**src/rtl/bfd_ram.sv**
```systemverilog
module bfd_ram #(
    parameter int WIDTH = 8,
    parameter int DEPTH = 16
) (
    input  logic                     clk,
    input  logic                     we,
    input  logic [$clog2(DEPTH)-1:0] waddr,
    input  logic [WIDTH-1:0]         wdata,
    input  logic                     re,
    input  logic [$clog2(DEPTH)-1:0] raddr,
    output logic [WIDTH-1:0]         rdata
);

    logic [WIDTH-1:0] mem [DEPTH];
    logic [WIDTH-1:0] rdata_reg;

    always_ff @(posedge clk)
    begin
        if (we)
        begin
            mem[waddr] <= wdata;
        end
        if (re)
        begin
            rdata_reg <= mem[raddr];
        end
    end

    assign rdata = rdata_reg;

endmodule

```
**config.mk**
```make
export PLATFORM = sky130hd
export DESIGN_NAME = bfd_ram
export DESIGN_NICKNAME = d
export VERILOG_FILES = /design/src/rtl/bfd_ram.sv
export SDC_FILE = /design/constraint.sdc
export NUM_CORES = 1
export LEC_CHECK = 0
export ABC_AREA = 1
export BUFFER_PORTS_ARGS = -buffer_cell sky130_fd_sc_hd__buf_2
export CAP_MARGIN = 20
export CORE_MARGIN = 2
export CORE_UTILIZATION = 28
export DETAILED_ROUTE_END_ITERATION = 10
export HOLD_SLACK_MARGIN = 0.1
export SLEW_MARGIN = 40
export SYNTH_ARGS = -nofsm -noshare
export SYNTH_HDL_FRONTEND = slang
export SYNTH_SLANG_ARGS = --single-unit
```
**constraint.sdc**
```tcl
create_clock -name clk -period 1.9 [get_ports clk]
set_input_delay 0.475 -clock clk [delete_from_list [all_inputs] [get_ports clk]]
set_output_delay 0.475 -clock clk [all_outputs]
set_load 0.01 [all_outputs]
```
---- Yosys cells after proc, flatten, opt, wreduce, memory -nomap -nowiden ----
Memory sizes are Yosys's and may differ from the RTL's. A register that Yosys moved wholly into a read port is not among the register bits.
Index checks and enable logic that the tools add are counted.
storage, ports and cells
  memories ................................ 1
  bits in writable memories ............... 128
  bits in registers ....................... 0
  word-level logic and storage cells ...... 3
  output and inout bits ................... 8
memories
  memory  words  width  read ports  clocked after Yosys merged registers in  write ports  line  text
  mem     16     8      1           1                                        1            14    logic [WIDTH-1:0] mem [DEPTH];
cells by class
  multiplexer cells ....................... 2
operators by type and width
  operator           number
  two-way mux 1 bit  2

---- Longest topological paths before layout ----
  word-level depth ........................ 2
  gate-level depth with buffers ........... 8

---- Worst setup path after synthesis ----
OpenSTA, ideal clock, no wires.
  path type ............................... input port to flip-flop
  from .................................... input waddr[2]
  to ...................................... memory mem[10][0], enable pin
  arrival time ............................ 1.056 ns
  required time ........................... 1.530 ns
  setup time .............................. 0.370 ns
  stages .................................. 2
  setup slack ............................. 0.474 ns
  path through ............................ nand3b_1 -> nor2_1
RTL lines
  item         line  text
  from (decl)  7     input logic [$clog2(DEPTH)-1:0] waddr,
  to (decl)    14
No word-level cell before the write port.

---- Worst setup path in the final report ----
  from .................................... register rdata_reg[5] (netlist: rdata[5]) (read register of mem)
  to ...................................... output rdata[5]
RTL lines
  item         line  text
  from (decl)  15    logic [WIDTH-1:0] rdata_reg;
  to (decl)    11    output logic [WIDTH-1:0] rdata
No word-level cell between the ends.

==> run summary <==
number of port buffers = 26
Crit path max-delay family = flip-flops
Crit Path Category = register to output port
Max stage delay cell, worst path = edfxtp_1
CTS tree = built
post-synthesis mux area share = 0%
RSZ-0062 raised after global routing = false
setup_tns = 0 ps
core box area = 20400 sq um
hpwl dp = 8.41 mm
number of H-tree levels = 4
worst path required time = 1420 ps
fin util = 33.8%
clock slew seen by the registers of the worst setup and hold paths = 50 ps
syn_area_per_cell = 10.6 sq um
post-synthesis sequential area ratio = 69.8%
die area = 22100 sq um
CP max stage delay = 450 ps
root buf cell = clkbuf_16
Hold Crit Class = input port to register
Hold Fails Final Rpt = 0
chip width = 149 microns
clock latency on the worst-skew pair = 420 ps
Worst Tran Pin Value = 617 ps
simple-gate share of the synthesized area = 20.8%
nets = 616
largest family of logic cells by synthesized area = simple AND/OR/NAND/NOR gates
Final Setup Violations = 0
period utilization = 80.3%
syn nets = 570
Top Ports = 27
Area contributors post-synth = edfxtp_1 70%, nand2_1 11%, nand3_1 8.3%, inv_1 6.4%, buf_6 1.2%
Final ANT Viol Nets = 0
max cap viols = 0
Ys Warns = 0
Buf+Inv Stages, Crit Path = 1
slew margin rel. = 58.8%
synthesis-stage register bit count = 136
outcome = finished clean
Post-Synth XOR/XNOR Area = 0%
global-route wire length before repair = 21.2 mm
power density cells = 984 nW/um^2
share of layout cells above drive strength 1 = 12.2%
Worst EP arrival = 1050 ps
DR iter-0 viols = 318
leak pwr = 2.92 nW
fmax = 655 MHz
Distinct cells, synth = 11
largest net degree at the start of global routing = 33
Compound-Gate Fraction of Synth Area = 0%
CTS max path bufs = 2
max reg flops = 128
initial core utilization = 28.7%
most frequent cells in the layout = 173 x nand2_1, 136 x edfxtp_1, 100 x inv_1
TritonCTS Buffers = 17
VDD IR max = 700 uV
minimum clock period = 1530 ps
die height = 149 microns
total power = 6.77 mW
final instance area = 6880 sq um
Via density = 4.36
Remaining Overflow, GRT = 0
synthesized cell area = 5850 sq um
clock tree sinks = 136
first drt pass iteration count = 4
Area Overhead vs Synth = 17.7%
ANT cells = 0
Startpoint Class = register
Rows = 52
crit end category = output port
wire per inst = 14.9 microns
Resized cells post-CTS = 0
post-synth top area cell = edfxtp_1
Mapped Cells = 551
crit path cell chain = buf_2
Post-DP Area = 6360 sq um
Slew Viols, Final = 0
routability cong. = 0.761
initial antenna violation count = 0
gr usage total = 13.0%
via count = 3814
Final Skew = 8.35 ps
DRC = 0
most common cell after layout, fill and taps aside = nand2_1
Synth top area share = 69.8%
Post CTS Setup Buffer Count = 0
Post-Route WL = 13.0 mm
cts hold-fix bufs = 0
vias in the first global route = 3906
synthesized-area fraction occupied by adder cells = 0%
Critical Path Fanout Max = 1
-- logic make-up after synthesis --
| family | count (synthesis) |
|---|---|
| flip-flops | 136 |
| AND/OR/NAND/NOR | 289 |
| buffers and inverters | 126 |
-- synthesized netlist by cell type --
master	number
nand3b_1	2
inv_1	100
nor2_1	17
inv_2	2
nand2_1	173
nand3_1	97
edfxtp_1	136
buf_4	4
buf_2	13
buf_6	6
buf_1	1
-- power by group --
group	internal, mW	switching [mW]
Sequential	3.38	0.0218
Clock	1.86	1.10
Combinational	0.125	0.279
-- area by class of cell --
cell class	count	area [sq um]
clock buffer	19	433
clock inverter	8	85.1
fill	2032	13500
inverter	102	383
multi-input combinational	289	1210
sequential	136	4080
tap	270	338
timing repair buffer	51	343
-- per-stage QoR --
stage | setup slack, ps | hold slack [ps] | instances
floorplan | 474 | 574 | 551
global placement | 255 | 731 | 848
detailed placement | 249 | 734 | 848
CTS | 362 | 414 | 875
global route | 338 | 413 | 875
finish | 373 | 435 | 875
-- final timing paths --
path / startpoint / endpoint / slack [ps] / cells past startpoint
max: rdata[5] / rdata[5] / 370 / 1
min: re / rdata[3] / 430 / 1
max reg2reg: mem[5][2] / rdata[2] / 830 / 6
min reg2reg: mem[13][2] / rdata[2] / 740 / 6
-- layer usage --
layer | GRT usage [%] | part of all wire, %
met2 | 20.3 | 47
met5 | 0 | 0
met4 | 5.14 | 1.8
met3 | 3.44 | 4.9
met1 | 17.3 | 47
(Power assumes the default switching activity.)
