==> src/rtl/bfd_pkg.sv <==
package bfd_pkg;

    localparam int SAMPLE_BITS = 16;
    // pair and quad sums kept modulo 2^SUM_BITS, enough for bits [17:2] of a quad sum
    localparam int SUM_BITS    = SAMPLE_BITS + 2;
    localparam int NUM_CHAN    = 3;
    localparam int MAX_WIDTH   = 4096;
    localparam int MAX_HEIGHT  = 4096;
    localparam int STORE_DEPTH = MAX_WIDTH / 2;
    localparam int SLOT_BITS   = $clog2(STORE_DEPTH);
    localparam int CNT_BITS    = $clog2(MAX_WIDTH);
    localparam int DIM_BITS    = 13;
    localparam int CFG_IDX_BITS = 2;

    localparam logic [CFG_IDX_BITS-1:0] REG_IMAGE_WIDTH    = 2'd0;
    localparam logic [CFG_IDX_BITS-1:0] REG_IMAGE_HEIGHT   = 2'd1;
    localparam logic [CFG_IDX_BITS-1:0] REG_SIGNED_SAMPLES = 2'd2;
    localparam logic [CFG_IDX_BITS-1:0] REG_COLOUR_MODE    = 2'd3;

    typedef logic [SAMPLE_BITS-1:0] sample_t;
    typedef logic [SUM_BITS-1:0]    sum_t;
    typedef sum_t [NUM_CHAN-1:0]    sum3_t;

    typedef struct packed {
        sample_t chan_zero;
        sample_t chan_one;
        sample_t chan_two;
    } pixel_in_t;

    typedef struct packed {
        sample_t avg_zero;
        sample_t avg_one;
        sample_t avg_two;
        logic    frame_last;
    } pixel_out_t;

    // per-word role from the raster scan
    typedef struct packed {
        logic                 pair_first;
        logic                 pair_store;
        logic                 pair_emit;
        logic                 frame_last;
        logic [SLOT_BITS-1:0] slot;
    } scan_t;

    function automatic sum_t sample_ext(input sample_t raw, input logic is_signed);
        sum_t ext;
        ext = {{(SUM_BITS-SAMPLE_BITS){is_signed & raw[SAMPLE_BITS-1]}}, raw};
        return ext;
    endfunction

endpackage

==> src/rtl/bfd_scan.sv <==
module bfd_scan import bfd_pkg::*; (
    input  logic                clk,
    input  logic                rst_n,
    input  logic                advance,
    input  logic [DIM_BITS-1:0] image_width,
    input  logic [DIM_BITS-1:0] image_height,
    output scan_t               scan
);

    logic [CNT_BITS-1:0] col_reg, col_next;
    logic [CNT_BITS-1:0] row_reg, row_next;
    logic [DIM_BITS-1:0] ew, eh;
    logic [DIM_BITS-1:0] col_ext, row_ext;
    logic [DIM_BITS-1:0] col_lim, row_lim;
    logic                in_range;
    logic [DIM_BITS-2:0] half_w, half_h;

    // clamp dimensions to [1, max]
    always_comb
    begin
        ew = image_width;
        if (image_width > DIM_BITS'(MAX_WIDTH))
        begin
            ew = DIM_BITS'(MAX_WIDTH);
        end
        else if (image_width == '0)
        begin
            ew = DIM_BITS'(1);
        end
        eh = image_height;
        if (image_height > DIM_BITS'(MAX_HEIGHT))
        begin
            eh = DIM_BITS'(MAX_HEIGHT);
        end
        else if (image_height == '0)
        begin
            eh = DIM_BITS'(1);
        end
    end

    assign col_ext  = DIM_BITS'(col_reg);
    assign row_ext  = DIM_BITS'(row_reg);
    assign half_w   = ew[DIM_BITS-1:1];
    assign half_h   = eh[DIM_BITS-1:1];
    assign col_lim  = {half_w, 1'b0};
    assign row_lim  = {half_h, 1'b0};
    assign in_range = (col_ext < col_lim) && (row_ext < row_lim);

    always_comb
    begin
        scan.pair_first = in_range && !col_reg[0];
        scan.pair_store = in_range && col_reg[0] && !row_reg[0];
        scan.pair_emit  = in_range && col_reg[0] && row_reg[0];
        scan.slot       = col_reg[CNT_BITS-1:1];
        scan.frame_last = ((DIM_BITS-1)'(col_reg[CNT_BITS-1:1]) == half_w - 1'b1)
                       && ((DIM_BITS-1)'(row_reg[CNT_BITS-1:1]) == half_h - 1'b1);
    end

    always_comb
    begin
        col_next = col_reg;
        row_next = row_reg;
        if (col_ext + 1'b1 >= ew)
        begin
            col_next = '0;
            if (row_ext + 1'b1 >= eh)
            begin
                row_next = '0;
            end
            else
            begin
                row_next = row_reg + 1'b1;
            end
        end
        else
        begin
            col_next = col_reg + 1'b1;
            if (row_ext >= eh)
            begin
                row_next = '0;
            end
        end
    end

    always_ff @(posedge clk or negedge rst_n)
    begin
        if (!rst_n)
        begin
            col_reg <= '0;
            row_reg <= '0;
        end
        else if (advance)
        begin
            col_reg <= col_next;
            row_reg <= row_next;
        end
    end

endmodule

==> config.mk <==
export PLATFORM = sky130hd
export DESIGN_NAME = bfd_scan
export DESIGN_NICKNAME = d
export VERILOG_FILES = /design/src/rtl/bfd_pkg.sv /design/src/rtl/bfd_scan.sv
export SDC_FILE = /design/constraint.sdc
export NUM_CORES = 1
export LEC_CHECK = 0
export BUFFER_PORTS_ARGS = -buffer_cell sky130_fd_sc_hd__buf_2
export CAP_MARGIN = 5
export CORE_MARGIN = 2
export CORE_UTILIZATION = 30
export CTS_BUF_LIST = sky130_fd_sc_hd__clkbuf_16
export DETAILED_ROUTE_END_ITERATION = 10
export GPL_ROUTABILITY_DRIVEN = 0
export HOLD_SLACK_MARGIN = 0.06
export PLACE_DENSITY_LB_ADDON = 0.3
export SLEW_MARGIN = 5
export SYNTH_ARGS = -nofsm -noshare
export SYNTH_HDL_FRONTEND = slang
export SYNTH_SLANG_ARGS = --single-unit
==> constraint.sdc <==
create_clock -name clk -period 12.6 [get_ports clk]
set_input_delay 2.52 -clock clk [delete_from_list [all_inputs] [get_ports clk]]
set_output_delay 2.52 -clock clk [all_outputs]
set_load 0.02 [all_outputs]
Yosys cells after proc, flatten, opt, wreduce, memory -nomap -nowiden
Index checks and enable logic that the tools add are counted.

storage, ports and cells
  word-level logic and storage cells = 37
  output and inout bits = 15
  bits of input ports = 29
  register bits = 24

operators by class
  order comparisons = 7
  muxes and demuxes = 8
  reduce and logical (&&, ||, !) cells = 12
  equal/unequal tests = 2
  $add $sub $neg = 6

operators by type and width
  kind                                                                  number
  13-bit two-way mux                                                    4
  12-bit two-way mux                                                    4
  12-bit by 1-bit adder with 13-bit output, second input constant       2
  13-bit >= comparator                                                  2
  13-bit > comparator, second input constant                            2
  13-bit zero test                                                      2
  12-bit by 13-bit < comparator with 1-bit output                       2
  12-bit by 1-bit adder with 12-bit output, second input constant       2
  11-bit by 12-bit equality test with 1-bit output                      2
  12-bit by 1-bit subtractor with 12-bit output, second input constant  2
  12-bit by 13-bit >= comparator with 1-bit output                      1
  1-bit logical AND                                                     6
  1-bit zero test                                                       2
  2-bit AND reduction                                                   1
  2-bit nonzero test                                                    1

Longest topological paths before layout
Gate-level depths: netlist of run 1.

  word-level depth = 7
  depth in mapped cells = 15
  gate-level depth less buffers = 14

Least setup slack after synthesis of run 1
Ideal clock, no wire load.

  path kind = input to output
  from = input image_height[12]
  to = output scan[11] (netlist bit)
  arrival time = 5.268 ns
  path buffers = 2
  slack = 4.812 ns
  required time = 10.080 ns
  cell stages on the path = 12
  cell sequence = clkbuf_1 inv_1 buf_4 nand2_1 inv_1 ha_1 a311oi_1 o2111ai_1 a2111oi_0 nand4_1 or3_1 a2111oi_2

RTL lines
  what             RTL line       RTL
  start, declared  bfd_scan.sv:6  input logic [DIM_BITS-1:0] image_height,
  end, declared    bfd_scan.sv:7  output scan_t scan

==> reports/qor.csv, run 1 <==
metric;value;unit
first-pass GRT wire length;17.9;mm
VDD IR max;47.8;uV
Slew headroom;26.9;%
Setup Skew;0.00741;ns
Flop pwr share;27.6;%
Max Cap Viol;0;
count of pins over their slew limit;0;
fill count;1373;
initial antenna violation count;0;
DIE HEIGHT;116;um
Final min period;8.09;ns
net switching power;0.230;mW
Tcrit/Tclk final;64.2;%
most frequent cells after synthesis;62 x nand2_1, 54 x ha_1, 26 x o21ai_0;
worst path cell trace;buf_2 > inv_1 > nand2_1 > ha_1 > inv_1 > a311oi_1 > o2111ai_1 > a2111oi_0 > nand4_1 > or3_1 > a2111oi_2 > buf_2;
global route overflow;0;
H-tree depth;1;
WL final;11.0;mm
CP endpoint kind;primary output;
Clock power frac;15.0;%
Placeable Area;0.0125;mm2
clock sinks;24;
pin count of the biggest net entering global routing;25;
worst setup margin;4.51;ns
mapped cell area;0.00379;mm2
setup TNS;0;ns
num rows;41;
via count;3643;
crit-path max FO;14;
synth warn;0;
count of state elements after synthesis;24;
Most used DFF post-synth;dfrtp_1;
Pint;0.256;mW
Post-CTS Setup Inserts;0;
power share of the combinational group;57.4;%
Skew-Pair Late Insertion Delay;0.27;ns
Final ANT Viol Nets;0;
Max Clock Freq;0.124;GHz
DR WL/cell;16.3;um
Sw Share;47.3;%
PwrDens;119;mW/mm2
routed length on met3;381;um
clk slew on worst S/H paths;0.06;ns
Post-Synthesis Cells;488;
RSZ-0062 raised after global routing;no;
Final HPWL DP;8.98;mm
vias per cell;5.41;
die width;116;um
EDFF count, synth;0;
Pre-antenna DRT Iters;5;
most frequent cell after synthesis;nand2_1;
Worst EP required;10.08;ns
Avg Inst Size Synth;7.77;um2
Area Overhead vs Synth;7.95;%
slowest stage cell, crit path;ha_1;
hold-fix buffers at CTS;0;
Residual DRC;0;
layout net count;586;
Worst setup SP type;input port;
largest cells by area after synthesis;ha_1 18%, dfrtp_1 16%, nand2_1 6.1%, xnor2_1 4.6%, nand2b_1 3.8%;
post-CTS sizing;0;
status;finished, final reports clean;
synth unique cells;64;
r2r setup slk;8.05;ns
Num CTS Buffers;3;
Hold Fails Final Rpt;0;
Top Ports;44;
vias in the first global route;3457;
DRT iter0 DRCs;218;
WS Path Type;input port to primary output;
leak pwr;1.96;nW
Hold Crit Class;register to register;
TritonCTS clock tree;built;
clk root buf;clkbuf_16;
Min Hold Slack;0.626;ns
Worst EP arrival;5.57;ns
met1 wire length;4.94;mm
asr flop ratio synth;100;%
DP Worst Slack;4.49;ns
gr usage total;16.6;%
Initial Util;30.4;%
Seq/Total Area, Yosys;15.8;%
DIE AREA;0.0136;mm2
max incr delay on CP;0.42;ns
Detail Route met2 WL;5.53;mm
share of cells above drive strength 1;13.3;%
share of the synthesized area in the top cell type;17.8;%
# diodes;0;
CP bufs+invs;4;
Port Buf Inserts;43;
post-synth top area cell;ha_1;
family with the most delay on the worst path;compound AO/OA/AOI/OAI gates;
syn_nets;571;
Longest Clk Path Bufs;2;
worst slew pin tran;1.09;ns
Highest Signal Layer;met4;
Setup-failing EPs final;0;
power by group through the flow:
stage / combinational (mW) / clock [mW] / sequential (mW)
after floorplan: 0.226 / 0 / 0.118
final: 0.280 / 0.0728 / 0.134
after detailed placement: 0.279 / 0 / 0.136
after global placement: 0.276 / 0 / 0.136
after global routing: 0.315 / 0.0783 / 0.139
after CTS: 0.282 / 0.0757 / 0.134
cell usage in the layout (no fill, tap or decap), types with 3 or more instances in the layout:
| cell | n |
|---|---|
| a21oi_1 | 19 |
| nand2_1 | 62 |
| o211ai_1 | 4 |
| ha_1 | 54 |
| a2111oi_0 | 4 |
| nor2b_1 | 7 |
| a21o_1 | 14 |
| nand3_1 | 22 |
| mux2i_1 | 3 |
| or3_1 | 4 |
| nor4_1 | 6 |
| a211oi_1 | 3 |
| nor3_1 | 10 |
| nand2b_1 | 23 |
| dfrtp_1 | 24 |
| buf_2 | 43 |
| and2_1 | 3 |
| and3_1 | 8 |
| or2_2 | 4 |
| nor4b_1 | 3 |
| inv_1 | 21 |
| nand4_1 | 12 |
| o31ai_1 | 4 |
| xor2_1 | 12 |
| xnor2_1 | 20 |
| clkbuf_16 | 3 |
| o21ai_0 | 26 |
| o2111ai_1 | 3 |
| o21a_1 | 7 |
| o22ai_1 | 3 |
| a31oi_1 | 5 |
| nor2_1 | 22 |
| a21boi_0 | 3 |
stage by stage:
step | power, mW | cells | utilization [%] | cell area [um2]
floorplan | 0.344 | 488 | - | 3790
global placement | 0.411 | 670 | 32.2 | 4010
detailed placement | 0.415 | 670 | 32.2 | 4010
CTS | 0.492 | 674 | 32.8 | 4090
global route | 0.532 | 674 | 32.8 | 4090
finish | 0.487 | 674 | 32.8 | 4090
worst min-delay path, delay by kind of cell (launching register included):
family	cells	cell delay (ns)
flip-flops	1	0.46
AND/OR/NAND/NOR	1	0.07
AO/OA/AOI/OAI	1	0.07
worst paths after layout:
path | start | endpoint | cells after the start
min | row_reg[1] | row_reg[1] | 2
min in group asynchronous | rst_n | col_reg[10] | 1
max reg2reg | col_reg[0] | row_reg[11] | 14
min reg2reg | row_reg[1] | row_reg[1] | 2
max in group asynchronous | rst_n | row_reg[7] | 1
max | image_height[12] | scan[11] | 12
area by class of cell:
class,count,area [um2],area share [%]
clock buffers,3,75.1,1.83
clock inverters,1,3.75,0.0917
inverters,21,78.8,1.93
multi-input cells,409,2900,70.8
flip-flops and latches,24,601,14.7
well taps,172,215,5.26
repair buffers,44,223,5.44
per-layer routing:
metal	up-vias	GRT usage (%)
met2	70	29.8
met5	-	0
met1	1754	21.0
met4	0	3.02
met3	16	2.75
li1	1803	-
kinds of logic after synthesis:
group / share of synthesized area, %
AO/OA/AOI/OAI: 21.7
XOR/XNOR: 7.39
adder cells (fa/ha/maj): 17.8
buffers and inverters: 7.95
flip-flops: 15.8
multiplexers: 1.39
AND/OR/NAND/NOR: 28.0
(Power assumes the default switching activity.)
==> run 2, diff against run 1 <==
==> constraint.sdc (replaced) <==
create_clock -name clk -period 6.75 [get_ports clk]
set_input_delay 1.35 -clock clk [delete_from_list [all_inputs] [get_ports clk]]
set_output_delay 1.35 -clock clk [all_outputs]
set_load 0.02 [all_outputs]
==> reports/qor.csv, run 2 (synthesis gave the netlist of run 1 again) <==
metric;value;unit
clk root buf;clkbuf_16;
Port Buf Inserts;43;
H-tree depth;1;
Max Cap Viol;0;
RSZ-0062 raised after global routing;no;
share of cells above drive strength 1;13.3;%
WL final;11.0;mm
DIE HEIGHT;116;um
GR Util met1;21.0;%
die width;116;um
hold path cells;2;
Final ANT Viol Nets;0;
Num CTS Buffers;3;
r2r setup slk;2.18;ns
crit-path max FO;14;
Longest Clk Path Bufs;2;
Hold Crit Class;register to register;
leak pwr;1.96;nW
pin count of the biggest net entering global routing;25;
num rows;41;
Worst EP required;5.40;ns
worst slew pin tran;1.10;ns
count of pins over their slew limit;0;
Top Ports;44;
most frequent cells in the layout;62 x nand2_1, 54 x ha_1, 43 x buf_2;
layout net count;586;
clock sinks;24;
Residual DRC;0;
# diodes;0;
first-pass GRT wire length;17.9;mm
gr usage total;16.6;%
Placeable Area;0.0125;mm2
Final HPWL DP;8.98;mm
Area Overhead vs Synth;7.95;%
post-CTS sizing;0;
setup TNS;0;ns
Setup-failing EPs final;0;
Initial Util;30.4;%
global route overflow;0;
met2 Track Usage GR;29.8;%
Tcrit/Tclk final;85.1;%
CP endpoint kind;primary output;
Setup Skew;0.00741;ns
Pre-antenna DRT Iters;5;
VDD IR max;89.2;uV
PwrDens;222;mW/mm2
worst setup margin;1.00;ns
most common cell after layout, fill and taps aside;nand2_1;
Hold Fails Final Rpt;0;
initial antenna violation count;0;
Final min period;5.75;ns
met3 Resource Use GR;2.75;%
Skew-Pair Late Insertion Delay;0.27;ns
GRT Max-Usage Layer;met2;
DRT iter0 DRCs;218;
via count;3629;
Slew headroom;26.1;%
DP Worst Slack;0.978;ns
Post-CTS Setup Inserts;0;
r2r worst-path depth;14;
DIE AREA;0.0136;mm2
status;finished, final reports clean;
hold-fix buffers at CTS;0;
Max Clock Freq;0.174;GHz
Worst EP arrival;4.40;ns
clk slew on worst S/H paths;0.06;ns
WS Path Type;input port to primary output;
TritonCTS clock tree;built;
vias per cell;5.38;
Worst setup SP type;input port;
vias in the first global route;3457;
DR WL/cell;16.3;um
[run 2: layout make-up]
| class | instances | area [um2] |
|---|---|---|
| Timing Repair Buffer | 44 | 223 |
| Fill cell | 1373 | 8370 |
| Tap cell | 172 | 215 |
| Inverter | 21 | 78.8 |
| Sequential cell | 24 | 601 |
| Clock inverter | 1 | 3.75 |
| Clock buffer | 3 | 75.1 |
| Multi-Input combinational cell | 409 | 2900 |
[run 2: worst paths after layout]
check / start / end
max: image_height[12] / scan[11]
min: row_reg[1] / row_reg[1]
max reg2reg: col_reg[0] / row_reg[11]
min reg2reg: row_reg[1] / row_reg[1]
max in group asynchronous: rst_n / row_reg[7]
min in group asynchronous: rst_n / col_reg[10]
[run 2: power breakdown]
group | total, mW | switching [mW] | internal (mW) | leakage [nW]
Sequential | 0.250 | 0.0753 | 0.175 | 0.325
Combinational | 0.522 | 0.298 | 0.224 | 1.59
Clock | 0.136 | 0.0563 | 0.0795 | 0.0385
[run 2: critical path: stages]
cell and delay (ns):
buf_2 0.18, inv_1 0.23, nand2_1 0.21, ha_1 0.41
inv_1 0.17, a311oi_1 0.24, o2111ai_1 0.14, a2111oi_0 0.38
nand4_1 0.13, or3_1 0.39, a2111oi_2 0.35, buf_2 0.22
[run 2: metal layers]
layer,vias to the layer above,wire (um)
li1,1806,-
met1,1738,4950
met2,71,5500
met3,14,388
met4,0,143
met5,-,0
[run 2: per-stage QoR]
| step | hold slack (ns) | instances | area [um2] | total power [mW] | utilization [%] |
|---|---|---|---|---|---|
| 6_report | 0.623 | 674 | 4090 | 0.908 | 32.8 |
| 5_1_grt | 0.678 | 674 | 4090 | 0.993 | 32.8 |
| 4_1_cts | 0.624 | 674 | 4090 | 0.918 | 32.8 |
| 3_5_place_dp | 0.609 | 670 | 4010 | 0.775 | 32.2 |
| 3_3_place_gp | 0.610 | 670 | 4010 | 0.768 | 32.2 |
| 2_1_floorplan | 0.532 | 488 | 3790 | 0.642 | - |
