`config.mk`:
```
export PLATFORM = sky130hd
export DESIGN_NAME = bfd_out
export DESIGN_NICKNAME = d
export VERILOG_FILES = /design/src/rtl/bfd_pkg.sv /design/src/rtl/bfd_out.sv
export SDC_FILE = /design/constraint.sdc
export NUM_CORES = 1
export LEC_CHECK = 0
export ABC_CLOCK_PERIOD_IN_PS = 4700
export BUFFER_PORTS_ARGS = -buffer_cell sky130_fd_sc_hd__buf_2
export CORE_ASPECT_RATIO = 0.5
export CORE_MARGIN = 10
export CORE_UTILIZATION = 55
export DETAILED_ROUTE_END_ITERATION = 16
export PLACE_DENSITY_LB_ADDON = 0.2
export SYNTH_ARGS = -nofsm -noshare
export SYNTH_HDL_FRONTEND = slang
export SYNTH_SLANG_ARGS = --single-unit
export TNS_END_PERCENT = 10
```
`constraint.sdc`:
```
create_clock -name clk -period 4.7 [get_ports clk]
set_input_delay 0.47 -clock clk [delete_from_list [all_inputs] [get_ports clk]]
set_output_delay 0.47 -clock clk [all_outputs]
set_load 0.02 [all_outputs]
```
`src/rtl/bfd_pkg.sv`:
```
package bfd_pkg;

    localparam int SAMPLE_BITS = 16;
    // pair and quad sums kept modulo 2^SUM_BITS, enough for bits [17:2] of a quad sum
    localparam int SUM_BITS    = SAMPLE_BITS + 2;
    localparam int NUM_CHAN    = 3;
    localparam int MAX_WIDTH   = 4096;
    localparam int MAX_HEIGHT  = 4096;
    localparam int STORE_DEPTH = MAX_WIDTH / 2;
    localparam int SLOT_BITS   = $clog2(STORE_DEPTH);
    localparam int CNT_BITS    = $clog2(MAX_WIDTH);
    localparam int DIM_BITS    = 13;
    localparam int CFG_IDX_BITS = 2;

    localparam logic [CFG_IDX_BITS-1:0] REG_IMAGE_WIDTH    = 2'd0;
    localparam logic [CFG_IDX_BITS-1:0] REG_IMAGE_HEIGHT   = 2'd1;
    localparam logic [CFG_IDX_BITS-1:0] REG_SIGNED_SAMPLES = 2'd2;
    localparam logic [CFG_IDX_BITS-1:0] REG_COLOUR_MODE    = 2'd3;

    typedef logic [SAMPLE_BITS-1:0] sample_t;
    typedef logic [SUM_BITS-1:0]    sum_t;
    typedef sum_t [NUM_CHAN-1:0]    sum3_t;

    typedef struct packed {
        sample_t chan_zero;
        sample_t chan_one;
        sample_t chan_two;
    } pixel_in_t;

    typedef struct packed {
        sample_t avg_zero;
        sample_t avg_one;
        sample_t avg_two;
        logic    frame_last;
    } pixel_out_t;

    // per-word role from the raster scan
    typedef struct packed {
        logic                 pair_first;
        logic                 pair_store;
        logic                 pair_emit;
        logic                 frame_last;
        logic [SLOT_BITS-1:0] slot;
    } scan_t;

    function automatic sum_t sample_ext(input sample_t raw, input logic is_signed);
        sum_t ext;
        ext = {{(SUM_BITS-SAMPLE_BITS){is_signed & raw[SAMPLE_BITS-1]}}, raw};
        return ext;
    endfunction

endpackage

```
`src/rtl/bfd_out.sv`:
```
module bfd_out import bfd_pkg::*; (
    input  logic       clk,
    input  logic       rst_n,
    input  logic       load,
    input  sum3_t      pre_sum,
    input  logic       colour_mode,
    input  logic       frame_last,
    input  sum3_t      line_sum,
    output logic       can_load,
    output logic       out_valid,
    input  logic       out_ready,
    output pixel_out_t out_data
);

    logic       s1_valid_reg;
    sum3_t      s1_sum_reg;
    logic       s1_colour_reg;
    logic       s1_last_reg;
    logic       out_valid_reg;
    pixel_out_t out_reg, out_next;
    logic       out_free;
    logic       s1_move;
    sum3_t      quad;

    assign out_free = !out_valid_reg || out_ready;
    assign s1_move  = s1_valid_reg && out_free;
    assign can_load = !s1_valid_reg || out_free;

    // quad sum, then floor divide by four by dropping two bits; avg_one and avg_two are zero when colour mode is off
    always_comb
    begin
        for (int c = 0; c < NUM_CHAN; c++)
        begin
            quad[c] = s1_sum_reg[c] + line_sum[c];
        end
        out_next.avg_zero   = quad[0][SUM_BITS-1:2];
        out_next.avg_one    = s1_colour_reg ? quad[1][SUM_BITS-1:2] : '0;
        out_next.avg_two    = s1_colour_reg ? quad[2][SUM_BITS-1:2] : '0;
        out_next.frame_last = s1_last_reg;
    end

    always_ff @(posedge clk or negedge rst_n)
    begin
        if (!rst_n)
        begin
            s1_valid_reg  <= 1'b0;
            out_valid_reg <= 1'b0;
        end
        else
        begin
            if (load)
            begin
                s1_valid_reg <= 1'b1;
            end
            else if (s1_move)
            begin
                s1_valid_reg <= 1'b0;
            end
            if (s1_move)
            begin
                out_valid_reg <= 1'b1;
            end
            else if (out_ready)
            begin
                out_valid_reg <= 1'b0;
            end
        end
    end

    always_ff @(posedge clk)
    begin
        if (load)
        begin
            s1_sum_reg    <= pre_sum;
            s1_colour_reg <= colour_mode;
            s1_last_reg   <= frame_last;
        end
        if (s1_move)
        begin
            out_reg <= out_next;
        end
    end

    assign out_valid = out_valid_reg;
    assign out_data  = out_reg;

endmodule
```
### Yosys cells after proc, flatten, opt, wreduce, memory -nomap -nowiden

Index checks and enable logic that the tools add are counted.

| storage, ports and cells | value |
|---|---|
| bits in latches | 0 |
| memories kept | 0 |
| output and inout port bits | 51 |
| ROM bits | 0 |
| bits in registers | 107 |
| memory bits (writable) | 0 |
| word-level logic and storage cells | 25 |
| input bits | 114 |

| cells by class | value |
|---|---|
| $mul | 0 |
| order comparisons | 0 |
| muxes and demuxes | 4 |
| shift-type cells | 0 |
| bitwise logic cells | 0 |
| reduce and logical (&&, ||, !) cells | 7 |
| div/mod/pow operators | 0 |
| add/sub/neg operators | 3 |
| equality and inequality tests | 0 |

Operators with widths:

| operator | count |
|---|---|
| $add A18 B18 Y18 | 3 |
| $mux W1 | 4 |
| $reduce_bool A2 Y1 | 2 |
| $logic_not A1 Y1 | 2 |
| $logic_or A1 B1 Y1 | 2 |
| $logic_and A1 B1 Y1 | 1 |

### Depth between registers and ports, before layout

Gate-level depths: netlist of the first run.

| logic depth | value |
|---|---|
| word-level depth | 5 |
| depth in mapped cells | 8 |
| gate-level depth less buffers | 8 |

### Worst setup path before layout of the first run

OpenSTA, ideal clock, no wires.

| path | value |
|---|---|
| path type | in2reg |
| start | input port line_sum[22] (netlist name) |
| end | register out_reg, in the netlist out_data[29] (data pin) |
| path buffers | 0 |
| data arrival time | 2,153 ps |
| setup slack | 2,288 ps |
| cell stages on the path | 8 |
| required time | 4,440 ps |
| cells stage by stage | ha_1 -> a21o_1 -> a211o_1 -> o221ai_4 -> a211oi_1 -> o31a_1 -> nor3_1 -> nor3_2 |

| on the way | value |
|---|---|
| cells in the longest elaborated chain, start to end | 1 |

Ends and longest elaborated chain:

| element | line | RTL |
|---|---|---|
| start, declared | bfd_out.sv:8 | `input sum3_t line_sum,` |
| $add A18 B18 Y18 | bfd_out.sv:34 | `quad[c] = s1_sum_reg[c] + line_sum[c];` |
| end signal, assigned | bfd_out.sv:80 | `out_reg <= out_next;` |
| end, declared | bfd_out.sv:20 | `pixel_out_t out_reg, out_next;` |

Every way passes these cells.
A chain may end at the register's enable or synchronous reset.

### Worst setup path after layout of the first run

| path | value |
|---|---|
| start | register s1_sum_reg[22] (netlist name) |
| end | register out_reg, in the netlist out_data[29] (data pin) |

| on the way | value |
|---|---|
| cells in the longest elaborated chain, start to end | 1 |

Ends and longest elaborated chain:

| element | line | RTL |
|---|---|---|
| start, declared | bfd_out.sv:16 | `sum3_t s1_sum_reg;` |
| start signal, assigned | bfd_out.sv:74 | `s1_sum_reg <= pre_sum;` |
| $add A18 B18 Y18 | bfd_out.sv:34 |  |

Every way passes these cells.

==> out/results.txt, run 1 <==
status -> complete, no violations
Post-Syn Nets -> 552
Vias/cell -> 5.15
antenna cells -> 0
Sequential Power Share -> 47.7%
Clk pwr share -> 30.3%
Async SR Flop Fraction -> 1.87%
Synth cell types -> 52
Pint -> 1.87 mW
Max-Cap Viols -> 0
post-route insts no fill -> 703
placed inst area -> 6290 µm²
Comb pwr share -> 22.0%
synthesized cell area -> 5290 µm²
Slew headroom -> 50.1%
PortBufs -> 164
Synth Register Bits -> 107
H-tree depth -> 3
I/O pin total -> 165
Most used DFF post-synth -> edfxtp_1
Syn-to-layout area delta -> 24.6%
Placer Congestion -> 0.806
first-pass GRT wire length -> 17700 µm
placed insts -> 688
Worst EP required -> 4.78 ns
Clock Sinks -> 107
slew at the pin with the worst max-slew slack -> 0.748 ns
DP Worst Slack -> 2.03 ns
HP Class -> primary input to register
Starting Density -> 56.2%
Seq. cell area -> 3200 µm²
worst path cell trace -> ha_1 -> a21o_1 -> a211o_1 -> o221ai_4 -> a211oi_1 -> o31a_1 -> nor3_1 -> nor3_2
Max FO, Critical Path -> 4
post-synthesis area per instance -> 13.6 µm²
vias in the first global route -> 3762
number of remaining DRC errors -> 0
setup ws final -> 2.24 ns
max reg flops -> 54
DIE WIDTH -> 159 µm
TritonCTS clock tree -> built
final setup TNS -> 0 ns
design area -> 6600 µm²
PD cells -> 384 nW/µm²
Slew Viols, Final -> 0
CTS max path bufs -> 2
dpl hpwl -> 8730 µm
RSZ-0062 raised after global routing -> no
slowest stage delay, CP -> 0.37 ns
gr usage total -> 15.8%
# setup viols final -> 0
Post-DRT Antenna Nets -> 0
footprint of the multi-input gates -> 2060 µm²
clk root buf -> clkbuf_16
Tmin final -> 2.46 ns
Hold Violations, Final -> 0
GRT overflow -> 0
Worst EP arrival -> 2.54 ns
largest net degree at the start of global routing -> 58
Final Net Count -> 727
Worst Skew -> 0.00663 ns
core area -> 9420 µm²
final wirelength -> 11200 µm
initial antenna violation count -> 0
leakage -> 2.82 nW
Starting DRT DRC Count -> 129
Detailed Routing Iterations Pass 1 -> 5
post-synthesis sequential area ratio -> 60.5%
fin crit share -> 52.4%
post-synthesis cell count -> 390
DR WL/cell -> 15.9 µm
Die Span Y -> 89.4 µm
Clk Latency, worst-skew pair -> 0.34 ns
CP endpoint kind -> register
CP startpoint kind -> register
Core Util, Final -> 70.0%
Layout fillers -> 720
layout cell share with drive strength beyond 1 -> 33.3%
yosys warns -> 0
Post-synth EDFFs -> 105
Peak Freq -> 406 MHz
Die ar. -> 14200 µm²
total number of vias -> 3622
CTS clk-pin slew, worst paths -> 0.07 ns
peak supply drop -> 199 µV
row count -> 25
Sw Share -> 26.2%
number of buffers created by CTS -> 9
slowest CP cell -> edfxtp_1
Psw -> 0.663 mW
CP Class -> register to register
-- cells by family after synthesis --
family,synth area share [%]
flops,60.5
mux,0.189
buf+inv,0.567
xor+xnor,6.29
fa+ha+maj,11.3
simple gates,9.76
compound gates,11.3
-- path summary, 6_finish.rpt --
path	start	to	slack (ns)	depth (start not counted)
max in group asynchronous	rst_n	s1_valid_reg	4.17	2
max reg2reg	s1_sum_reg[22]	out_data[29]	2.24	8
min	pre_sum[2]	s1_sum_reg[2]	0.30	1
max	s1_sum_reg[22]	out_data[29]	2.24	8
min in group asynchronous	rst_n	out_valid	0.43	2
min reg2reg	s1_last_reg	out_data[0]	0.44	0
-- metrics by stage --
stage | hold slack (ns) | total power, mW
floorplan | 0.174 | 1.61
global placement | 0.255 | 1.77
detailed placement | 0.258 | 1.79
CTS | 0.288 | 2.56
global route | 0.279 | 2.67
finish | 0.301 | 2.53
-- power by group through the flow --
stage                     clock network [mW]  registers (mW)  logic (mW)
final                                  0.768            1.21       0.557
after CTS                              0.787            1.21       0.563
after global routing                   0.833            1.22       0.621
after global placement                     0            1.22       0.550
after floorplan                            0            1.30       0.310
after detailed placement                   0            1.23       0.561
-- placed cells by master, fill, tap and decap left out, types with 2 or more instances in the layout --
master,synthesis,final
buf_2,0,164
edfxtp_1,105,105
ha_1,48,48
nor2_1,33,33
a21oi_1,23,23
xnor2_1,19,19
xor2_1,19,19
nand2_1,17,17
nor3_1,12,12
a21o_1,11,11
clkbuf_16,0,9
o21ai_0,7,7
o21a_1,7,7
nand3_1,7,7
and3_1,6,6
a31oi_1,6,6
nand2b_1,6,6
a211oi_1,4,4
inv_1,4,4
and2_1,5,4
nor2b_1,4,4
nand4_1,3,3
o21bai_1,3,3
nor4_1,3,3
o211ai_1,2,2
a21boi_1,2,2
o21ai_1,2,2
nand3b_1,2,2
a21oi_2,2,2
a211o_1,2,2
bufinv_16,0,2
clkinv_1,0,2
dfrtp_1,2,2
buf_4,0,2
-- critical path: cells and delay by family (launching register included) --
family,cells,cell delay [ns]
AND/OR/NAND/NOR,2,0.27
adder cells (fa/ha/maj),1,0.34
AO/OA/AOI/OAI,5,1.22
flip-flops,1,0.37
-- what timing repair did --
item	CTS	global route
resized for setup	0	0
hold buffers	1	0
endpoints found under the hold margin	2	0
buffers inserted	0	0
-- synth_stat cells (4+ instances only) --
| library cell | number | area, µm² |
|---|---|---|
| a211oi_1 | 4 | 30.0 |
| nand3_1 | 7 | 35.0 |
| a21o_1 | 11 | 82.6 |
| nand2_1 | 17 | 63.8 |
| inv_1 | 4 | 15.0 |
| nor2_1 | 33 | 124 |
| and3_1 | 6 | 37.5 |
| and2_1 | 5 | 31.3 |
| ha_1 | 48 | 601 |
| o21a_1 | 7 | 52.6 |
| xnor2_1 | 19 | 166 |
| a31oi_1 | 6 | 37.5 |
| edfxtp_1 | 105 | 3150 |
| nand2b_1 | 6 | 37.5 |
| nor2b_1 | 4 | 25.0 |
| a21oi_1 | 23 | 115 |
| nor3_1 | 12 | 60.1 |
| xor2_1 | 19 | 166 |
| o21ai_0 | 7 | 35.0 |
-- cell type report --
class / count / share of cell area, %
sequential: 107 / 48.6
multi-input combinational: 275 / 31.3
timing repair buffer: 167 / 12.8
clock buffer: 10 / 3.47
tap: 135 / 2.56
clock inverter: 4 / 1.02
inverter: 5 / 0.285
-- per-layer routing --
layer / track usage [%] / wire length [µm] / up-vias
met5: 0 / 0 / -
met3: 6.85 / 772 / 5
met4: 3.88 / 53 / 0
met2: 29.6 / 5830 / 92
met1: 16.3 / 4500 / 1679
li1: - / - / 1846
Note: power is estimated with default switching activity, not from simulation.
==> run 2, diff against run 1 <==
--- a/config.mk
+++ b/config.mk
@@ -5,11 +5,12 @@
 export SDC_FILE = /design/constraint.sdc
 export NUM_CORES = 1
 export LEC_CHECK = 0
-export ABC_CLOCK_PERIOD_IN_PS = 4700
+export ABC_AREA = 1
+export ABC_CLOCK_PERIOD_IN_PS = 2400
 export BUFFER_PORTS_ARGS = -buffer_cell sky130_fd_sc_hd__buf_2
 export CORE_ASPECT_RATIO = 0.5
 export CORE_MARGIN = 10
-export CORE_UTILIZATION = 55
+export CORE_UTILIZATION = 53
 export DETAILED_ROUTE_END_ITERATION = 16
 export PLACE_DENSITY_LB_ADDON = 0.2
 export SYNTH_ARGS = -nofsm -noshare
==> constraint.sdc (replaced) <==
create_clock -name clk -period 2.4 [get_ports clk]
set_input_delay 0.24 -clock clk [delete_from_list [all_inputs] [get_ports clk]]
set_output_delay 0.24 -clock clk [all_outputs]
set_load 0.02 [all_outputs]
==> run 2 against run 1 <==
Clock-buffer cell count shrank 1. Critical path depth did not move. Setup slack got worse by 1.7 ns. Sequential power grew 94%. Non-clock buffer count is 3 higher. Fmax increased by 31%. Critical endpoint is now out_data[32]. Highest routed layer is now met5.
==> out/results.txt, run 2 <==
leakage -> 3.53 nW
Worst Skew -> 0.00632 ns
Post-Syn Nets -> 824
commonest non-fill, non-tap cell in the layout -> nand2_1
RSZ-0062 raised after global routing -> no
Die ar. -> 16500 µm²
clk root buf -> clkbuf_16
WHS -> 0.0719 ns
DIE WIDTH -> 172 µm
Syn-to-layout area delta -> 21.9%
slew at the pin with the worst max-slew slack -> 0.653 ns
initial antenna violation count -> 2
gr usage total -> 17.6%
TritonCTS clock tree -> built
most frequent cells in the layout -> nand2_1, buf_2, edfxtp_1
placed inst area -> 7150 µm²
Layout fillers -> 941
Core Util, Final -> 66.9%
Async SR Flop Fraction -> 1.87%
Synth area leaders -> edfxtp_1, nand2_1, ha_1
post-synthesis area per instance -> 9.25 µm²
number of buffers created by CTS -> 9
Worst EP arrival -> 1.97 ns
Psw -> 1.58 mW
Final Net Count -> 1002
Sequential Power Share -> 45.5%
CTS max path bufs -> 2
Worst EP required -> 2.49 ns
Overall Power -> 5.17 mW
most common cell in the netlist -> nand2_1
final setup TNS -> 0 ns
Starting Density -> 54.9%
# setup viols final -> 0
Synth area leader -> edfxtp_1
Synth Register Bits -> 107
row count -> 27
Post-DRT Antenna Nets -> 0
Die Span Y -> 96.0 µm
Starting DRT DRC Count -> 296
DR WL/cell -> 14.9 µm
Comb pwr share -> 26.0%
I/O pin total -> 165
yosys warns -> 0
Tmin final -> 1.88 ns
synthesized cell area -> 6120 µm²
post-synthesis cell count -> 662
first-pass GRT wire length -> 23500 µm
top cells by count, synth -> nand2_1, edfxtp_1, nor2_1
Synth top area share -> 51.5%
PortBufs -> 164
PD cells -> 693 nW/µm²
Hold Violations, Final -> 0
fin crit share -> 78.3%
HP Class -> primary input to register
post-synthesis sequential area ratio -> 52.3%
Sw Share -> 30.6%
largest net degree at the start of global routing -> 34
Seq. cell area -> 3200 µm²
Vias/cell -> 5.18
max reg flops -> 54
CP Class -> register to register
dpl hpwl -> 11900 µm
CP startpoint kind -> register
design area -> 7460 µm²
H-tree depth -> 3
Clock Sinks -> 107
peak supply drop -> 351 µV
Max-Cap Viols -> 0
Placer Congestion -> 0.869
layout cell share with drive strength beyond 1 -> 24.8%
Resize count post-CTS -> 0
Peak Freq -> 532 MHz
CP endpoint kind -> register
Detailed Routing Iterations Pass 1 -> 5
number of remaining DRC errors -> 0
Slew Viols, Final -> 0
vias in the first global route -> 5028
final wirelength -> 14700 µm
core area -> 11100 µm²
status -> complete, no violations
Most used DFF post-synth -> edfxtp_1
total number of vias -> 5125
GRT overflow -> 0
Max FO, Critical Path -> 5
footprint of the multi-input gates -> 2670 µm²
Synth cell types -> 32
Post-synth EDFFs -> 105
Clk Latency, worst-skew pair -> 0.34 ns
Clk pwr share -> 28.5%
Pint -> 3.59 mW
CTS clk-pin slew, worst paths -> 0.07 ns
Slew headroom -> 56.4%
## run 2: path summary, 6_finish.rpt
check                          startpoint             end  slack (ns)  depth (start not counted)
max in group asynchronous           rst_n       out_valid        2.07                          2
setup reg to reg           s1_sum_reg[26]    out_data[32]        0.52                          8
hold reg to reg               s1_last_reg     out_data[0]        0.43                          0
setup / recovery           s1_sum_reg[26]    out_data[32]        0.52                          8
min in group asynchronous           rst_n    s1_valid_reg        0.22                          2
hold / removal                pre_sum[33]  s1_sum_reg[33]        0.07                          1
## run 2: layer usage
layer,share of wire (%),track usage (%),up-vias
li1,-,-,2638
met1,43,20.5,2293
met2,49,31.5,171
met3,6.9,5.35,21
met4,1.5,3.99,2
met5,0.088,0,-
## run 2: cell type report
type	instances	share of cell area (%)
well taps	145	2.43
diodes	1	0.0335
clock buffers	9	3.02
clock inverters	6	0.989
repair buffers	170	11.6
inverters	64	3.22
flip-flops and latches	107	42.9
multi-input cells	488	35.7
## run 2: worst max-delay path, stage by stage (launching register included)
cell and delay, ns:
edfxtp_1 0.40, ha_1 0.35, a21oi_1 0.24, and2_1 0.18, nand3_2 0.13, nand2_1 0.13, nand3_1 0.08, nand2_1 0.06
nor2_1 0.05
## run 2: cells by family after synthesis
logic type	synth area share, %
simple gates	21.0
compound gates	11.0
flops	52.3
buf+inv	4.29
fa+ha+maj	9.81
xor+xnor	1.57
## run 2: power groups by stage
stage	sequential (mW)	combinational [mW]	clock, mW
after detailed placement	2.40	1.34	0
after global routing	2.37	1.51	1.59
final	2.35	1.34	1.47
after floorplan	2.53	0.775	0
after CTS	2.35	1.35	1.52
after global placement	2.39	1.32	0
## run 2: stage by stage
stage          worst slack, ns  cells
3_5_place_dp             0.577    973
5_1_grt                  0.360    989
6_report                 0.521    990
3_3_place_gp             0.588    973
2_1_floorplan            0.104    662
4_1_cts                  0.537    989
## run 2: what timing repair did
action,in CTS,in global routing
setup buffers,0,0
hold buffers,1,0
endpoints found under the hold margin,2,0
setup endpoints to repair,0,0
==> run 3, diff against run 2 <==
--- a/config.mk
+++ b/config.mk
@@ -5,12 +5,12 @@
 export SDC_FILE = /design/constraint.sdc
 export NUM_CORES = 1
 export LEC_CHECK = 0
-export ABC_AREA = 1
-export ABC_CLOCK_PERIOD_IN_PS = 2400
+export ABC_AREA = 0
+export ABC_CLOCK_PERIOD_IN_PS = 1950
 export BUFFER_PORTS_ARGS = -buffer_cell sky130_fd_sc_hd__buf_2
 export CORE_ASPECT_RATIO = 0.5
 export CORE_MARGIN = 10
-export CORE_UTILIZATION = 53
+export CORE_UTILIZATION = 51
 export DETAILED_ROUTE_END_ITERATION = 16
 export PLACE_DENSITY_LB_ADDON = 0.2
 export SYNTH_ARGS = -nofsm -noshare
==> constraint.sdc (replaced) <==
create_clock -name clk -period 1.95 [get_ports clk]
set_input_delay 0.195 -clock clk [delete_from_list [all_inputs] [get_ports clk]]
set_output_delay 0.195 -clock clk [all_outputs]
set_load 0.02 [all_outputs]
==> run 3 against run 2 <==
Critical path depth unchanged. First-iteration DRC count decreased by 54%. Sequential cell count unchanged. The run now ends with negative setup slack left. Largest cell class unchanged. Critical endpoint is now out_data[31].
==> out/results.txt, run 3 (same netlist as run 1, synthesis figures left out) <==
status -> complete, but fails checks
failing checks -> negative setup slack
Slew Viols, Final -> 0
Hold Violations, Final -> 0
Placer Congestion -> 0.778
CTS max path bufs -> 2
first-pass GRT wire length -> 19000 µm
Slew headroom -> 71.5%
Layout fillers -> 707
reg2reg path depth -> 8
CP startpoint -> s1_sum_reg[22]
HP Class -> primary input to register
CTS clk-pin slew, worst paths -> 0.07 ns
CP Class -> register to register
RSZ-0062 raised after global routing -> yes
Starting DRT DRC Count -> 135
Worst EP required -> 2.14 ns
slowest stage delay, CP -> 0.41 ns
fin crit share -> 117%
core area -> 10100 µm²
Worst EP arrival -> 2.48 ns
Worst Hold Launch -> pre_sum[39]
Worst Skew -> 0.00782 ns
met3 global-route usage -> 4.73%
Tmin final -> 2.29 ns
layout cell share with drive strength beyond 1 -> 46.6%
commonest non-fill, non-tap cell in the layout -> buf_2
dpl hpwl -> 9430 µm
slowest CP cell -> edfxtp_1
WHS -> 0.0289 ns
TritonCTS clock tree -> built
initial antenna violation count -> 0
DIE WIDTH -> 164 µm
CP endpoint kind -> register
total number of vias -> 3884
Final Net Count -> 786
Clk Latency, worst-skew pair -> 0.33 ns
Hold Crit Endpoint -> s1_sum_reg[39]
DR WL/cell -> 16.1 µm
gr usage total -> 15.7%
Max FO, Critical Path -> 4
worst path cell trace -> ha_4 -> a21o_1 -> a211o_1 -> o221ai_4 -> nand2_4 -> a311o_1 -> a21boi_2 -> mux2i_1
H-tree depth -> 3
met1 Resource Use GR -> 17.2%
Post-DRT Antenna Nets -> 0
row count -> 26
antenna cells -> 0
number of remaining DRC errors -> 0
GR Layer Usage met2 -> 29.2%
max reg flops -> 54
final setup TNS -> -5.10 ns
final wirelength -> 12400 µm
Crit path max-delay family -> compound AO/OA/AOI/OAI gates
PortBufs -> 164
Syn-to-layout area delta -> 39.3%
I/O pin total -> 165
most frequent cells in the layout -> buf_2, edfxtp_1, buf_4
Die ar. -> 15100 µm²
leakage -> 3.14 nW
clk root buf -> clkbuf_16
Vias/cell -> 5.05
# setup viols final -> 29
r2r startpoint -> s1_sum_reg[22]
largest net degree at the start of global routing -> 50
Core Util, Final -> 72.7%
GRT overflow -> 0
CP Buf/Inv Count -> 0
slew at the pin with the worst max-slew slack -> 0.427 ns
number of buffers created by CTS -> 9
WHS Path Cells -> 1
Starting Density -> 52.2%
vias in the first global route -> 3998
Clock Sinks -> 107
Detailed Routing Iterations Pass 1 -> 4
Die Span Y -> 92.0 µm
Peak Freq -> 436 MHz
Max-Cap Viols -> 0
reg2reg end -> out_data[31]
Overall Power -> 6.29 mW
setup ws final -> -0.341 ns
GRT Max-Usage Layer -> met2
PD cells -> 853 nW/µm²
peak supply drop -> 410 µV
R2R setup slack -> -0.34 ns
CP startpoint kind -> register
==> run 3: cell types whose count changed in the layout (fill, tap and decap cells not counted), sizes merged, moves of 15 or more <==
cell and delta:
buf +56, o21ai -25, xnor2 +15, a21oi -47, nand3 -20, nor2 -39, inv -60, nand2 -171
==> run 3: how the worst max path moves through the flow <==
stage          cells past startpoint            to
6_report                           8  out_data[31]
5_1_grt                            8  out_data[31]
4_1_cts                            8  out_data[31]
3_5_place_dp                       8  out_data[48]
3_3_place_gp                       8  out_data[31]
2_1_floorplan                      8  out_data[31]
==> run 3: timing repair <==
action                     4_1_cts  5_1_grt
hold endpoints to repair         2        0
pin swaps                       27       10
buffers inserted                 1        1
setup endpoints to repair       30       34
hold buffers                     1        0
gates cloned                     0        0
gates resized for setup         24       18
==> run 3: worst reg2reg max path: cells and delay by family (launching register included) <==
| kind | cells | cell delay (ns) |
|---|---|---|
| flops | 1 | 0.41 |
| fa+ha+maj | 1 | 0.24 |
| mux | 1 | 0.18 |
| simple gates | 1 | 0.07 |
| compound gates | 5 | 1.23 |
==> run 3: layout make-up <==
type | instances | area (µm²) | share of cell area, %
Inverter | 5 | 18.8 | 0.254
Sequential cell | 107 | 3200 | 43.4
Timing Repair Buffer | 226 | 1310 | 17.8
Clock buffer | 16 | 262 | 3.55
Multi-Input combinational cell | 275 | 2400 | 32.6
Tap cell | 140 | 175 | 2.38
==> run 3: routing by layer <==
metal / vias to the layer above / routed length, µm
met5: - / 0
li1: 1971 / -
met3: 6 / 687
met1: 1809 / 5050
met4: 0 / 74
met2: 98 / 6580
==> run 3: stage by stage <==
step | setup WS, ns | cell area (µm²) | std cells
detailed placement | -0.383 | 6830 | 750
finish | -0.341 | 7370 | 769
floorplan | -0.289 | 5380 | 390
global placement | -0.325 | 6830 | 750
CTS | -0.320 | 7260 | 768
global route | -0.449 | 7370 | 769
==> run 3: power by group <==
| part | switching [mW] | total [mW] | internal [mW] |
|---|---|---|---|
| sequential | 0.0770 | 2.92 | 2.84 |
| combinational | 0.913 | 1.73 | 0.818 |
| clock | 0.736 | 1.64 | 0.906 |
